### src/hw/rtl/led_strip_pattern_generator_defines.svh
// Assertion macros shared by the LED strip pattern generator RTL.
`ifndef LED_STRIP_PATTERN_GENERATOR_DEFINES_SVH
`define LED_STRIP_PATTERN_GENERATOR_DEFINES_SVH

`ifndef SYNTHESIS
// Check that cond implies fact at every clock edge out of reset.
`define LSP_ASSERT_IMPL(label, cond, fact) \
    label: assert property (@(posedge clk) disable iff (!rst_n) (cond) |-> (fact)) \
        else $error("lsp assertion failed");
// Check that cond implies fact at the next clock edge out of reset.
`define LSP_ASSERT_NEXT(label, cond, fact) \
    label: assert property (@(posedge clk) disable iff (!rst_n) (cond) |=> (fact)) \
        else $error("lsp assertion failed");
`else
`define LSP_ASSERT_IMPL(label, cond, fact)
`define LSP_ASSERT_NEXT(label, cond, fact)
`endif

`endif

### src/hw/rtl/lsp_pkg.sv
// Shared types, codes and color functions of the LED strip pattern generator.
`default_nettype none
package lsp_pkg;

    localparam int DEF_MAX_PIXELS = 256;
    localparam int CFG_IDX_W      = 3;
    localparam int CFG_DATA_W     = 24;
    localparam int DIV_DW         = 25;
    localparam int DIV_VW         = 16;

    // Pattern codes
    localparam logic [2:0] MODE_SOLID   = 3'd0;
    localparam logic [2:0] MODE_RAINBOW = 3'd1;
    localparam logic [2:0] MODE_CHASE   = 3'd2;
    localparam logic [2:0] MODE_WIPE    = 3'd3;
    localparam logic [2:0] MODE_FADE    = 3'd4;
    localparam logic [2:0] MODE_SPACED  = 3'd5;
    localparam logic [2:0] MODE_FESTIVE = 3'd6;

    // Step advance codes
    localparam logic [1:0] ADV_FWD = 2'd1;
    localparam logic [1:0] ADV_REV = 2'd2;

    // Register indexes
    localparam logic [2:0] REG_MODE    = 3'd0;
    localparam logic [2:0] REG_COLOR_A = 3'd1;
    localparam logic [2:0] REG_COLOR_B = 3'd2;
    localparam logic [2:0] REG_FADE    = 3'd3;
    localparam logic [2:0] REG_BAND_W  = 3'd4;
    localparam logic [2:0] REG_SPACING = 3'd5;
    localparam logic [2:0] REG_STRIP   = 3'd6;
    localparam logic [2:0] REG_ADVANCE = 3'd7;

    typedef enum logic [2:0] {
        S_IDLE,
        S_MUL,
        S_SUM,
        S_DIV,
        S_WAIT,
        S_FIN
    } lsp_state_t;

    typedef struct packed {
        logic       load_in;
        logic       do_mul;
        logic       do_sum;
        logic       div_start;
        logic       div_store;
        logic       finish;
        logic [1:0] job;
    } lsp_cmd_t;

    typedef struct packed {
        logic [1:0] njobs;
        logic       div_done;
        logic       out_free;
    } lsp_sts_t;

    function automatic logic [23:0] festive_color(input logic [2:0] sel);
        logic [23:0] c;
        case (sel)
            3'd1:    c = 24'hdda400;
            3'd2:    c = 24'h1188ff;
            3'd3:    c = 24'h00ee22;
            3'd4:    c = 24'haa0044;
            default: c = 24'hdd0000;
        endcase
        return c;
    endfunction

    // Rainbow spread per band width; out-of-range widths clamp to 1..10.
    function automatic logic [9:0] rainbow_spread(input logic [3:0] w);
        logic [9:0] s;
        case (w)
            4'd2:    s = 10'd455;
            4'd3:    s = 10'd398;
            4'd4:    s = 10'd341;
            4'd5:    s = 10'd284;
            4'd6:    s = 10'd228;
            4'd7:    s = 10'd171;
            4'd8:    s = 10'd114;
            4'd9:    s = 10'd57;
            4'd0,
            4'd1:    s = 10'd512;
            default: s = 10'd1;
        endcase
        return s;
    endfunction

    function automatic logic [23:0] wheel(input logic [7:0] pos);
        logic [7:0]  w;
        logic [7:0]  k;
        logic [23:0] c;
        w = 8'd255 - pos;
        if (w < 8'd85) begin
            k = 8'(w * 8'd3);
            c = {8'd255 - k, 8'd0, k};
        end else if (w < 8'd170) begin
            k = 8'((w - 8'd85) * 8'd3);
            c = {8'd0, k, 8'd255 - k};
        end else begin
            k = 8'((w - 8'd170) * 8'd3);
            c = {k, 8'd255 - k, 8'd0};
        end
        return c;
    endfunction

endpackage
`default_nettype wire

### src/hw/rtl/lsp_div.sv
// Restoring divider, one quotient bit per cycle.
`default_nettype none
module lsp_div #(
    parameter int DW = lsp_pkg::DIV_DW,
    parameter int VW = lsp_pkg::DIV_VW
) (
    input  wire logic          clk,
    input  wire logic          rst_n,
    input  wire logic          start,
    input  wire logic [DW-1:0] dividend,
    input  wire logic [VW-1:0] divisor,
    output logic               done,
    output logic [DW-1:0]      quot,
    output logic [VW-1:0]      rem
);
    localparam int CW = $clog2(DW + 1);

    logic [CW-1:0] cnt_reg, cnt_next;
    logic          done_reg, done_next;
    logic [DW-1:0] quo_reg, quo_next;
    logic [VW-1:0] rem_reg, rem_next;
    logic [VW-1:0] dsr_reg, dsr_next;
    logic [VW:0]   shifted;
    logic [VW+1:0] trial;
    logic          ge;

    always_comb
    begin
        shifted   = {rem_reg, quo_reg[DW-1]};
        trial     = {1'b0, shifted} - {2'b0, dsr_reg};
        ge        = !trial[VW+1];
        cnt_next  = cnt_reg;
        quo_next  = quo_reg;
        rem_next  = rem_reg;
        dsr_next  = dsr_reg;
        done_next = 1'b0;
        if (start)
        begin
            cnt_next = CW'(DW);
            quo_next = dividend;
            rem_next = '0;
            dsr_next = divisor;
        end else if (cnt_reg != '0)
        begin
            cnt_next  = cnt_reg - 1'b1;
            quo_next  = {quo_reg[DW-2:0], ge};
            rem_next  = ge ? trial[VW-1:0] : shifted[VW-1:0];
            done_next = (cnt_reg == CW'(1));
        end
    end

    always_ff @(posedge clk or negedge rst_n)
    begin
        if (!rst_n)
        begin
            cnt_reg  <= '0;
            done_reg <= 1'b0;
        end else
        begin
            cnt_reg  <= cnt_next;
            done_reg <= done_next;
        end
    end

    always_ff @(posedge clk)
    begin
        quo_reg <= quo_next;
        rem_reg <= rem_next;
        dsr_reg <= dsr_next;
    end

    assign done = done_reg;
    assign quot = quo_reg;
    assign rem  = rem_reg;
endmodule
`default_nettype wire

### src/hw/rtl/lsp_ctrl.sv
// Controller state machine that sequences the divide jobs of one request.
`default_nettype none
`include "led_strip_pattern_generator_defines.svh"
module lsp_ctrl (
    input  wire logic              clk,
    input  wire logic              rst_n,
    input  wire logic              in_valid,
    output logic                   in_stall,
    input  wire lsp_pkg::lsp_sts_t sts,
    output lsp_pkg::lsp_cmd_t      cmd
);
    import lsp_pkg::*;

    lsp_state_t state_reg, state_next;
    logic [1:0] job_reg, job_next;

    // Next state
    always_comb
    begin
        state_next = state_reg;
        job_next   = job_reg;
        case (state_reg)
            S_IDLE:
            begin
                job_next = 2'd0;
                if (in_valid)
                    state_next = (sts.njobs == 2'd0) ? S_FIN : S_MUL;
            end
            S_MUL:  state_next = S_SUM;
            S_SUM:  state_next = S_DIV;
            S_DIV:  state_next = S_WAIT;
            S_WAIT:
            begin
                if (sts.div_done)
                begin
                    if (job_reg + 2'd1 == sts.njobs)
                        state_next = S_FIN;
                    else
                    begin
                        job_next   = job_reg + 2'd1;
                        state_next = S_MUL;
                    end
                end
            end
            S_FIN:
            begin
                if (sts.out_free)
                    state_next = S_IDLE;
            end
            default: state_next = S_IDLE;
        endcase
    end

    // Outputs
    always_comb
    begin
        cmd           = '0;
        cmd.job       = job_reg;
        cmd.load_in   = (state_reg == S_IDLE) && in_valid;
        cmd.do_mul    = (state_reg == S_MUL);
        cmd.do_sum    = (state_reg == S_SUM);
        cmd.div_start = (state_reg == S_DIV);
        cmd.div_store = (state_reg == S_WAIT) && sts.div_done;
        cmd.finish    = (state_reg == S_FIN) && sts.out_free;
        in_stall      = (state_reg != S_IDLE);
    end

    always_ff @(posedge clk or negedge rst_n)
    begin
        if (!rst_n)
        begin
            state_reg <= S_IDLE;
            job_reg   <= 2'd0;
        end else
        begin
            state_reg <= state_next;
            job_reg   <= job_next;
        end
    end

    `LSP_ASSERT_IMPL(a_job_range, 1'b1, job_reg != 2'd3)
    `LSP_ASSERT_IMPL(a_done_in_wait, sts.div_done, state_reg == S_WAIT)
    `LSP_ASSERT_NEXT(a_accept_busy, cmd.load_in, state_reg != S_IDLE)
endmodule
`default_nettype wire

### src/hw/rtl/lsp_dp.sv
// Datapath: registers, operand selection, divider, color and step logic.
`default_nettype none
module lsp_dp #(
    parameter int MAX_PIXELS = lsp_pkg::DEF_MAX_PIXELS
) (
    input  wire logic                          clk,
    input  wire logic                          rst_n,
    input  wire logic                          cfg_write,
    input  wire logic [lsp_pkg::CFG_IDX_W-1:0]  cfg_index,
    input  wire logic [lsp_pkg::CFG_DATA_W-1:0] cfg_data,
    input  wire logic [7:0]                    pixel_number,
    input  wire logic                          frame_end,
    input  wire logic                          out_stall,
    output logic                               out_valid,
    output logic [7:0]                         pixel_out,
    output logic [23:0]                        pixel_color,
    output logic                               write_pixel,
    output logic                               cycle_done,
    input  wire lsp_pkg::lsp_cmd_t             cmd,
    output lsp_pkg::lsp_sts_t                  sts
);
    import lsp_pkg::*;

    logic [2:0]  mode_reg;
    logic [23:0] ca_reg, cb_reg;
    logic [15:0] fade_reg;
    logic [3:0]  bw_reg;
    logic [7:0]  sp_reg;
    logic [8:0]  strip_reg;
    logic [1:0]  adv_reg;
    logic [15:0] step_reg, step_next;
    logic [2:0]  bcs_reg, bcs_next;

    logic [7:0]  p_reg;
    logic        fend_reg;
    logic [23:0] mul_reg;
    logic signed [25:0] num_reg;
    logic [15:0] dsr_reg;
    logic [7:0]  qlo_reg;
    logic [7:0]  chan_reg [3];
    logic [7:0]  rem0_reg, rem1_reg;

    logic        ov_reg;
    logic [7:0]  po_reg;
    logic [23:0] pc_reg;
    logic        wp_reg, cd_reg;

    logic [8:0]  n_sat;
    logic [7:0]  sp_eff;
    logic [7:0]  ca_c, cb_c;
    logic signed [8:0] diff;
    logic        div_done;
    logic [DIV_DW-1:0] quot;
    logic [DIV_VW-1:0] rem;
    logic [DIV_DW-1:0] dividend;
    logic [2:0]  bcs_eff;
    logic [23:0] color;
    logic        wr, done, steps, lit;
    logic [15:0] wrap, inc, dec;

    always_comb
    begin
        if (strip_reg == 9'd0)
            n_sat = 9'd1;
        else if (strip_reg > 9'(MAX_PIXELS))
            n_sat = 9'(MAX_PIXELS);
        else
            n_sat = strip_reg;
        sp_eff = (sp_reg == 8'd0) ? 8'd1 : sp_reg;
        case (cmd.job)
            2'd0:    begin ca_c = ca_reg[23:16]; cb_c = cb_reg[23:16]; end
            2'd1:    begin ca_c = ca_reg[15:8];  cb_c = cb_reg[15:8];  end
            default: begin ca_c = ca_reg[7:0];   cb_c = cb_reg[7:0];   end
        endcase
        diff = $signed({1'b0, cb_c}) - $signed({1'b0, ca_c});
        case (mode_reg)
            MODE_RAINBOW, MODE_SPACED, MODE_FESTIVE: sts.njobs = 2'd1;
            MODE_CHASE: sts.njobs = 2'd2;
            MODE_FADE:  sts.njobs = (fade_reg == 16'd0) ? 2'd0 : 2'd3;
            default:    sts.njobs = 2'd0;
        endcase
        sts.div_done = div_done;
        sts.out_free = !ov_reg || !out_stall;
        dividend = num_reg[25] ? '0 : num_reg[24:0];
    end

    lsp_div #(.DW(DIV_DW), .VW(DIV_VW)) u_div (
        .clk      (clk),
        .rst_n    (rst_n),
        .start    (cmd.div_start),
        .dividend (dividend),
        .divisor  (dsr_reg),
        .done     (div_done),
        .quot     (quot),
        .rem      (rem)
    );

    // Operand path: multiply, then sum, then divide.
    always_ff @(posedge clk)
    begin
        if (cmd.load_in)
        begin
            p_reg    <= pixel_number;
            fend_reg <= frame_end;
        end
        if (cmd.do_mul)
        begin
            if (mode_reg == MODE_FADE)
                mul_reg <= ca_c * fade_reg;
            else
                mul_reg <= 24'({9'd0, p_reg} * {7'd0, rainbow_spread(bw_reg)});
        end
        if (cmd.do_sum)
        begin
            case (mode_reg)
                MODE_RAINBOW:
                begin
                    num_reg <= $signed({2'b0, mul_reg});
                    dsr_reg <= {7'd0, n_sat};
                end
                MODE_FADE:
                begin
                    num_reg <= $signed({2'b0, mul_reg}) + diff * $signed({1'b0, step_reg});
                    dsr_reg <= fade_reg;
                end
                MODE_CHASE:
                begin
                    num_reg <= (cmd.job == 2'd0)
                               ? $signed({9'd0, {9'd0, p_reg} + {1'b0, step_reg}})
                               : $signed({17'd0, n_sat});
                    dsr_reg <= {8'd0, sp_eff};
                end
                default:
                begin
                    num_reg <= $signed({18'd0, p_reg});
                    dsr_reg <= {8'd0, sp_eff};
                end
            endcase
        end
        if (cmd.div_store)
        begin
            chan_reg[cmd.job] <= (quot > DIV_DW'(255)) ? 8'd255 : quot[7:0];
            if (cmd.job == 2'd0)
            begin
                qlo_reg  <= quot[7:0];
                rem0_reg <= rem[7:0];
            end
            if (cmd.job == 2'd1)
                rem1_reg <= rem[7:0];
        end
    end

    // Color, write flag and step update
    always_comb
    begin
        bcs_eff  = (p_reg == 8'd0) ? 3'd0 : bcs_reg;
        bcs_next = bcs_eff;
        color    = 24'd0;
        wr       = 1'b1;
        steps    = mode_reg inside {[MODE_RAINBOW:MODE_FADE]};
        lit      = rem0_reg < {4'd0, bw_reg};
        wrap     = 16'd0;
        case (mode_reg)
            MODE_SOLID:   color = ca_reg;
            MODE_RAINBOW:
            begin
                color = wheel(qlo_reg + step_reg[7:0]);
                wrap  = 16'd255;
            end
            MODE_CHASE:
            begin
                color = lit ? ca_reg : cb_reg;
                wrap  = {7'd0, n_sat - {1'b0, rem1_reg}};
            end
            MODE_WIPE:
            begin
                wr    = ({8'd0, p_reg} == step_reg);
                color = wr ? ca_reg : 24'd0;
                wrap  = {7'd0, n_sat};
            end
            MODE_FADE:
            begin
                color = (fade_reg == 16'd0) ? ca_reg
                                            : {chan_reg[0], chan_reg[1], chan_reg[2]};
                wrap  = fade_reg;
            end
            MODE_SPACED:
            begin
                if (lit)
                    color = p_reg[0] ? cb_reg : ca_reg;
            end
            MODE_FESTIVE:
            begin
                if (lit)
                begin
                    color = festive_color((bcs_eff < 3'd5) ? bcs_eff : 3'd0);
                    if (rem0_reg == {4'd0, bw_reg - 4'd1})
                        bcs_next = (bcs_eff + 3'd1 >= 3'd5) ? 3'd0 : bcs_eff + 3'd1;
                end
            end
            default: wr = 1'b0;
        endcase

        inc       = step_reg + 16'd1;
        dec       = step_reg - 16'd1;
        step_next = step_reg;
        done      = 1'b0;
        if (steps && fend_reg)
        begin
            if (adv_reg == ADV_FWD)
            begin
                step_next = (inc >= wrap) ? 16'd0 : inc;
                done      = (inc >= wrap);
            end else if (adv_reg == ADV_REV)
            begin
                step_next = (dec == 16'd0) ? wrap - 16'd1 : dec;
                done      = (dec == 16'd0);
            end
        end
    end

    always_ff @(posedge clk or negedge rst_n)
    begin
        if (!rst_n)
        begin
            mode_reg  <= MODE_SOLID;
            ca_reg    <= '0;
            cb_reg    <= '0;
            fade_reg  <= 16'd1;
            bw_reg    <= 4'd1;
            sp_reg    <= 8'd1;
            strip_reg <= 9'd1;
            adv_reg   <= '0;
            step_reg  <= '0;
            bcs_reg   <= '0;
            ov_reg    <= 1'b0;
        end else
        begin
            if (cfg_write)
            begin
                case (cfg_index)
                    REG_MODE:
                    begin
                        mode_reg <= cfg_data[2:0];
                        step_reg <= '0;
                    end
                    REG_COLOR_A: ca_reg    <= cfg_data;
                    REG_COLOR_B: cb_reg    <= cfg_data;
                    REG_FADE:    fade_reg  <= cfg_data[15:0];
                    REG_BAND_W:  bw_reg    <= cfg_data[3:0];
                    REG_SPACING: sp_reg    <= cfg_data[7:0];
                    REG_STRIP:   strip_reg <= cfg_data[8:0];
                    REG_ADVANCE: adv_reg   <= cfg_data[1:0];
                    default: ;
                endcase
            end else if (cmd.finish)
            begin
                step_reg <= step_next;
                bcs_reg  <= bcs_next;
            end
            if (cmd.finish)
                ov_reg <= 1'b1;
            else if (!out_stall)
                ov_reg <= 1'b0;
        end
    end

    always_ff @(posedge clk)
    begin
        if (cmd.finish)
        begin
            po_reg <= p_reg;
            pc_reg <= color;
            wp_reg <= wr;
            cd_reg <= done;
        end
    end

    assign out_valid   = ov_reg;
    assign pixel_out   = po_reg;
    assign pixel_color = pc_reg;
    assign write_pixel = wp_reg;
    assign cycle_done  = cd_reg;
endmodule
`default_nettype wire

### src/hw/rtl/led_strip_pattern_generator.sv
// Top level of the LED strip pattern generator.
`default_nettype none
// Turns pixel requests into 24-bit colors (red 23:16, green 15:8, blue 7:0)
// for seven patterns: solid, rainbow wheel, theater chase, color wipe,
// two-color fade, spaced lights and five-color festive bands. Requests must
// arrive in pixel order; frame_end marks the last pixel of a frame, and on it
// the step index moves forward or back in the stepping patterns, with
// cycle_done raised when it wraps. Writing the pattern register clears the
// step index. Configure only while no request is in flight. One request is
// worked at a time: a request that needs no division (solid, wipe, unused
// code, fade with zero length) goes from the idle state straight to the
// finish state, which registers the result when the output is free.
// Each division on the shared one-bit-per-cycle 25-bit divider adds the
// steps multiply, sum, start, 25 quotient bits and store; rainbow, spaced
// and festive need one division, chase two and fade three. The result is
// held in an output register, so a new request is taken while an earlier
// result is still stalled; the finishing cycle of that new request waits
// until the output register is free.
module led_strip_pattern_generator #(
    parameter int MAX_PIXELS = lsp_pkg::DEF_MAX_PIXELS
) (
    input  wire logic                          clk,
    input  wire logic                          rst_n,
    input  wire logic                          cfg_write,
    input  wire logic [lsp_pkg::CFG_IDX_W-1:0]  cfg_index,
    input  wire logic [lsp_pkg::CFG_DATA_W-1:0] cfg_data,
    input  wire logic                          in_valid,
    output logic                               in_stall,
    input  wire logic [7:0]                    pixel_number,
    input  wire logic                          frame_end,
    output logic                               out_valid,
    input  wire logic                          out_stall,
    output logic [7:0]                         pixel_out,
    output logic [23:0]                        pixel_color,
    output logic                               write_pixel,
    output logic                               cycle_done
);
    import lsp_pkg::*;

    lsp_cmd_t cmd;
    lsp_sts_t sts;

    // Sequence each request's divide jobs
    lsp_ctrl u_ctrl (
        .clk      (clk),
        .rst_n    (rst_n),
        .in_valid (in_valid),
        .in_stall (in_stall),
        .sts      (sts),
        .cmd      (cmd)
    );

    // Hold configuration, step state and the output register
    lsp_dp #(.MAX_PIXELS(MAX_PIXELS)) u_dp (
        .clk          (clk),
        .rst_n        (rst_n),
        .cfg_write    (cfg_write),
        .cfg_index    (cfg_index),
        .cfg_data     (cfg_data),
        .pixel_number (pixel_number),
        .frame_end    (frame_end),
        .out_stall    (out_stall),
        .out_valid    (out_valid),
        .pixel_out    (pixel_out),
        .pixel_color  (pixel_color),
        .write_pixel  (write_pixel),
        .cycle_done   (cycle_done),
        .cmd          (cmd),
        .sts          (sts)
    );
endmodule
`default_nettype wire
### config.mk
export PLATFORM = sky130hd
export DESIGN_NAME = led_strip_pattern_generator
export DESIGN_NICKNAME = d
export VERILOG_FILES = /design/src/hw/rtl/lsp_pkg.sv /design/src/hw/rtl/lsp_div.sv /design/src/hw/rtl/lsp_ctrl.sv /design/src/hw/rtl/lsp_dp.sv /design/src/hw/rtl/led_strip_pattern_generator.sv
export VERILOG_INCLUDE_DIRS = /design/src /design/src/hw/rtl
export SDC_FILE = /design/constraint.sdc
export NUM_CORES = 2
export LEC_CHECK = 0
export BUFFER_PORTS_ARGS = -buffer_cell sky130_fd_sc_hd__buf_2
export CAP_MARGIN = 20
export CORE_AREA = 2 2 234 236
export DETAILED_ROUTE_END_ITERATION = 8
export DIE_AREA = 0 0 236 238
export GPL_TIMING_DRIVEN = 0
export PLACE_DENSITY = 0.76
export SYNTH_ARGS = -nofsm -noshare
export SYNTH_HDL_FRONTEND = slang
export SYNTH_SLANG_ARGS = --single-unit
### constraint.sdc
create_clock -name clk -period 22.1 [get_ports clk]
set_input_delay 0 -clock clk [delete_from_list [all_inputs] [get_ports clk]]
set_output_delay 0 -clock clk [all_outputs]
set_load 0.005 [all_outputs]
==> flow_summary.yaml <==
outcome:
  status: "finished with violations"
  violations: "hold timing"
placed_design:
  place_hpwl_mm: 74.68
  io_buffers: 73
  globalplace.congestion: 1.019
  numPlacedInstances: 4122
synth:
  yosys.area_share.simple_pct: 15.71
  yosys.area_share.xor_xnor_pct: 3.815
  yosysWarnings: 0
  ys.flop_type: "edfxtp_1"
  synthArstFlopShare_pct: 36.12
  synth_edf_count: 198
  synth-adder-area-share_pct: 27.25
  synth_top_family_by_area: "adder cells"
  synth_compound_area_share_pct: 12.99
  yosys_register_bits: 335
  post_synth_instance_area_um2: 31750
  ys_seq_area_share_pct: 29.29
  synth_cell_types: 87
  syn-instance-count: 3344
  synth_nets: 3921
  synth_area_per_cell_um2: 9.494
  yosys-mux-area-fraction_pct: 4.004
cells_and_area:
  multiInputGateArea_um2: 20270
  largest_reg_flops: 26
  stdcell_count: 4234
  n_fill_cell: 4377
  areaGrowthSynthToFinish_pct: 9.719
  ff_latch_area_um2: 9299
  drive_above_1_share_pct: 7.605
  nets: 4084
  final_util_pct: 65.12
flow_run:
  maxCapViolations: 0
global_routing:
  globalRouteTotalUtil_pct: 34.53
  antenna_found_initial: 5
  grt_max_degree: 97
  grt_pass1_vias: 25630
  grt-ovfl-total: 0
  grt_pass1_wl_mm: 147.9
worst_setup_path:
  rr_startpoint: "u_ctrl.job_reg[0]"
  reg2reg_depth: 34
  crit_path_start: "u_ctrl.job_reg[0]"
  r2r-end: "u_dp.num_reg[25]"
  r2r_slack_ps: 10840
  critPathArrivalTime_ps: 11520
  required_ps: 22360
  cp-start-kind: "register"
  crit_path_top_delay_cell: "xor2_1"
  cp_slowest_stage_delay_ps: 810
  end_kind: "register"
  path_class: "register to register"
  cp_max_fo: 10
worst_hold_path:
  hp-class: "input port to asynchronous set/reset pin"
die:
  floorplan.initialDensity_pct: 59.35
  num_io_pins: 77
  die_x_um: 236
  dieArea_um2: 56170
  core_area_um2: 53500
  dieHeight_um: 238
  num_rows: 85
detailed_routing:
  firstDrtPassIters: 9
  drt-vias-per-instance: 6.139
  drt_iter0_markers: 2656
  remaining_drc_errors: 0
  wl_per_cell_um: 22.60
  ant_nets: 0
  vias: 25990
  drt_wl_total_mm: 95.71
sta:
  fmax_ghz: 0.08879
  fin_crit_ps: 11260
  tightestPinTransition_ps: 1150
  finalSetupViolations: 0
  holdWs_ps: -11.57
  maxSlewViolCount: 0
  rsz0062_at_grt: "no"
  relSlewSlack_pct: 22.80
  finalCritPeriodShare_pct: 50.96
  hold_viol: 6
  fin_setup_tns_ps: 0
  fin_skew_ps: 22.29
clock_tree:
  cts_setup_buffers: 0
  cts_tree: "yes"
  numClockSinks: 335
  clkTransAtPathRegs_ps: 60
  cts_buffers: 38
  clockBufferDepth: 3
  cts-htree-levels: 2
  cts_root_buf: "clkbuf_16"
  clock_latency_ps: 580
  cts-resized-gates: 0
==> cells in the mapped netlist (all sizes together) (22+ instances only) <==
| cell type | count | share of area [%] |
|---|---|---|
| fa | 259 | 16 |
| ha | 277 | 11 |
| a22oi | 27 | 0.64 |
| clkbuf | 140 | 1.7 |
| and2 | 109 | 2.1 |
| nand2 | 379 | 4.5 |
| xor2 | 46 | 1.3 |
| nand2b | 77 | 1.5 |
| nor4 | 27 | 0.55 |
| mux2i | 28 | 0.88 |
| and3 | 26 | 0.51 |
| inv | 425 | 5.0 |
| nand3 | 41 | 0.65 |
| a21oi | 153 | 2.4 |
| xnor2 | 87 | 2.4 |
| dfrtp | 117 | 9.2 |
| o21ai | 149 | 2.4 |
| nor2 | 153 | 1.8 |
| o21a | 26 | 0.61 |
| edfxtp | 198 | 19 |
| a21o | 38 | 0.90 |
| a221o | 22 | 0.69 |
| o21bai | 24 | 0.57 |
| mux2 | 88 | 3.1 |
| nor2b | 78 | 1.6 |
| nor3 | 48 | 0.76 |
==> cell type report <==
class | instances | share of cell area (%)
diodes | 1 | 0.007184
multi-input cells | 2426 | 58.20
clock inverters | 21 | 0.6286
repair buffers | 123 | 2.647
flip-flops and latches | 335 | 26.70
inverters | 427 | 4.601
well taps | 696 | 2.500
clock buffers | 49 | 2.996
plain buffers | 156 | 1.728
==> critical path: cells and delay by family, from the launching register on <==
kind | cells | cell delay (ps)
buffers and inverters | 8 | 2100
flip-flops | 1 | 460
multiplexers | 1 | 240
adder cells (fa/ha/maj) | 8 | 3610
AND/OR/NAND/NOR | 5 | 1010
AO/OA/AOI/OAI | 11 | 2680
XOR/XNOR | 1 | 810
==> routing by layer <==
layer	global-route usage (%)	vias to the layer above	share of wire, %
met5	0	-	0.014
met1	44.89	12640	38
met3	7.612	304	11
met4	17.16	2	5.8
li1	-	11670	-
met2	54.86	1383	45
==> worst max-delay path by stage <==
stage / endpoint / slack, ps
3_5_place_dp: u_dp.num_reg[25] / 11130
6_report: u_dp.num_reg[25] / 10840
5_1_grt: u_dp.num_reg[25] / 10280
3_3_place_gp: u_dp.num_reg[25] / 11310
2_1_floorplan: u_dp.num_reg[25] / 13610
4_1_cts: u_dp.num_reg[25] / 11050
==> timing repair <==
item	in CTS	in global routing
setup endpoints to repair	0	0
hold buffers	39	0
hold endpoints to repair	230	0
==> metrics by stage <==
step / setup slack [ps] / instance area [µm²]
after global placement: 11310 / 32980
after CTS: 11050 / 34810
after global routing: 10280 / 34830
after floorplan: 13610 / 31750
after detailed placement: 11130 / 33150
final: 10840 / 34830
==> cells in the final DEF (no fill, tap or decap), types with 88 or more instances in the layout <==
cell and n:
and2_1 109, edfxtp_1 198, mux2_2 88, inv_1 424
nand2_1 379, a21oi_1 151, nor2_1 153, ha_1 277
fa_1 259, clkbuf_1 147, dfrtp_1 117, o21ai_0 134
==> logic make-up (layout without fill, tap and decap cells) <==
| group | after synthesis | count (layout) |
|---|---|---|
| compound gates | 624 | 624 |
| xor+xnor | 135 | 135 |
| fa+ha+maj | 536 | 536 |
| buf+inv | 583 | 776 |
| flops | 335 | 335 |
| mux | 116 | 116 |
| other cells | 0 | 1 |
| simple gates | 1015 | 1015 |
Power is not shown: default switching activity piles up to over one toggle a cycle in this logic, so the estimate is an artifact.
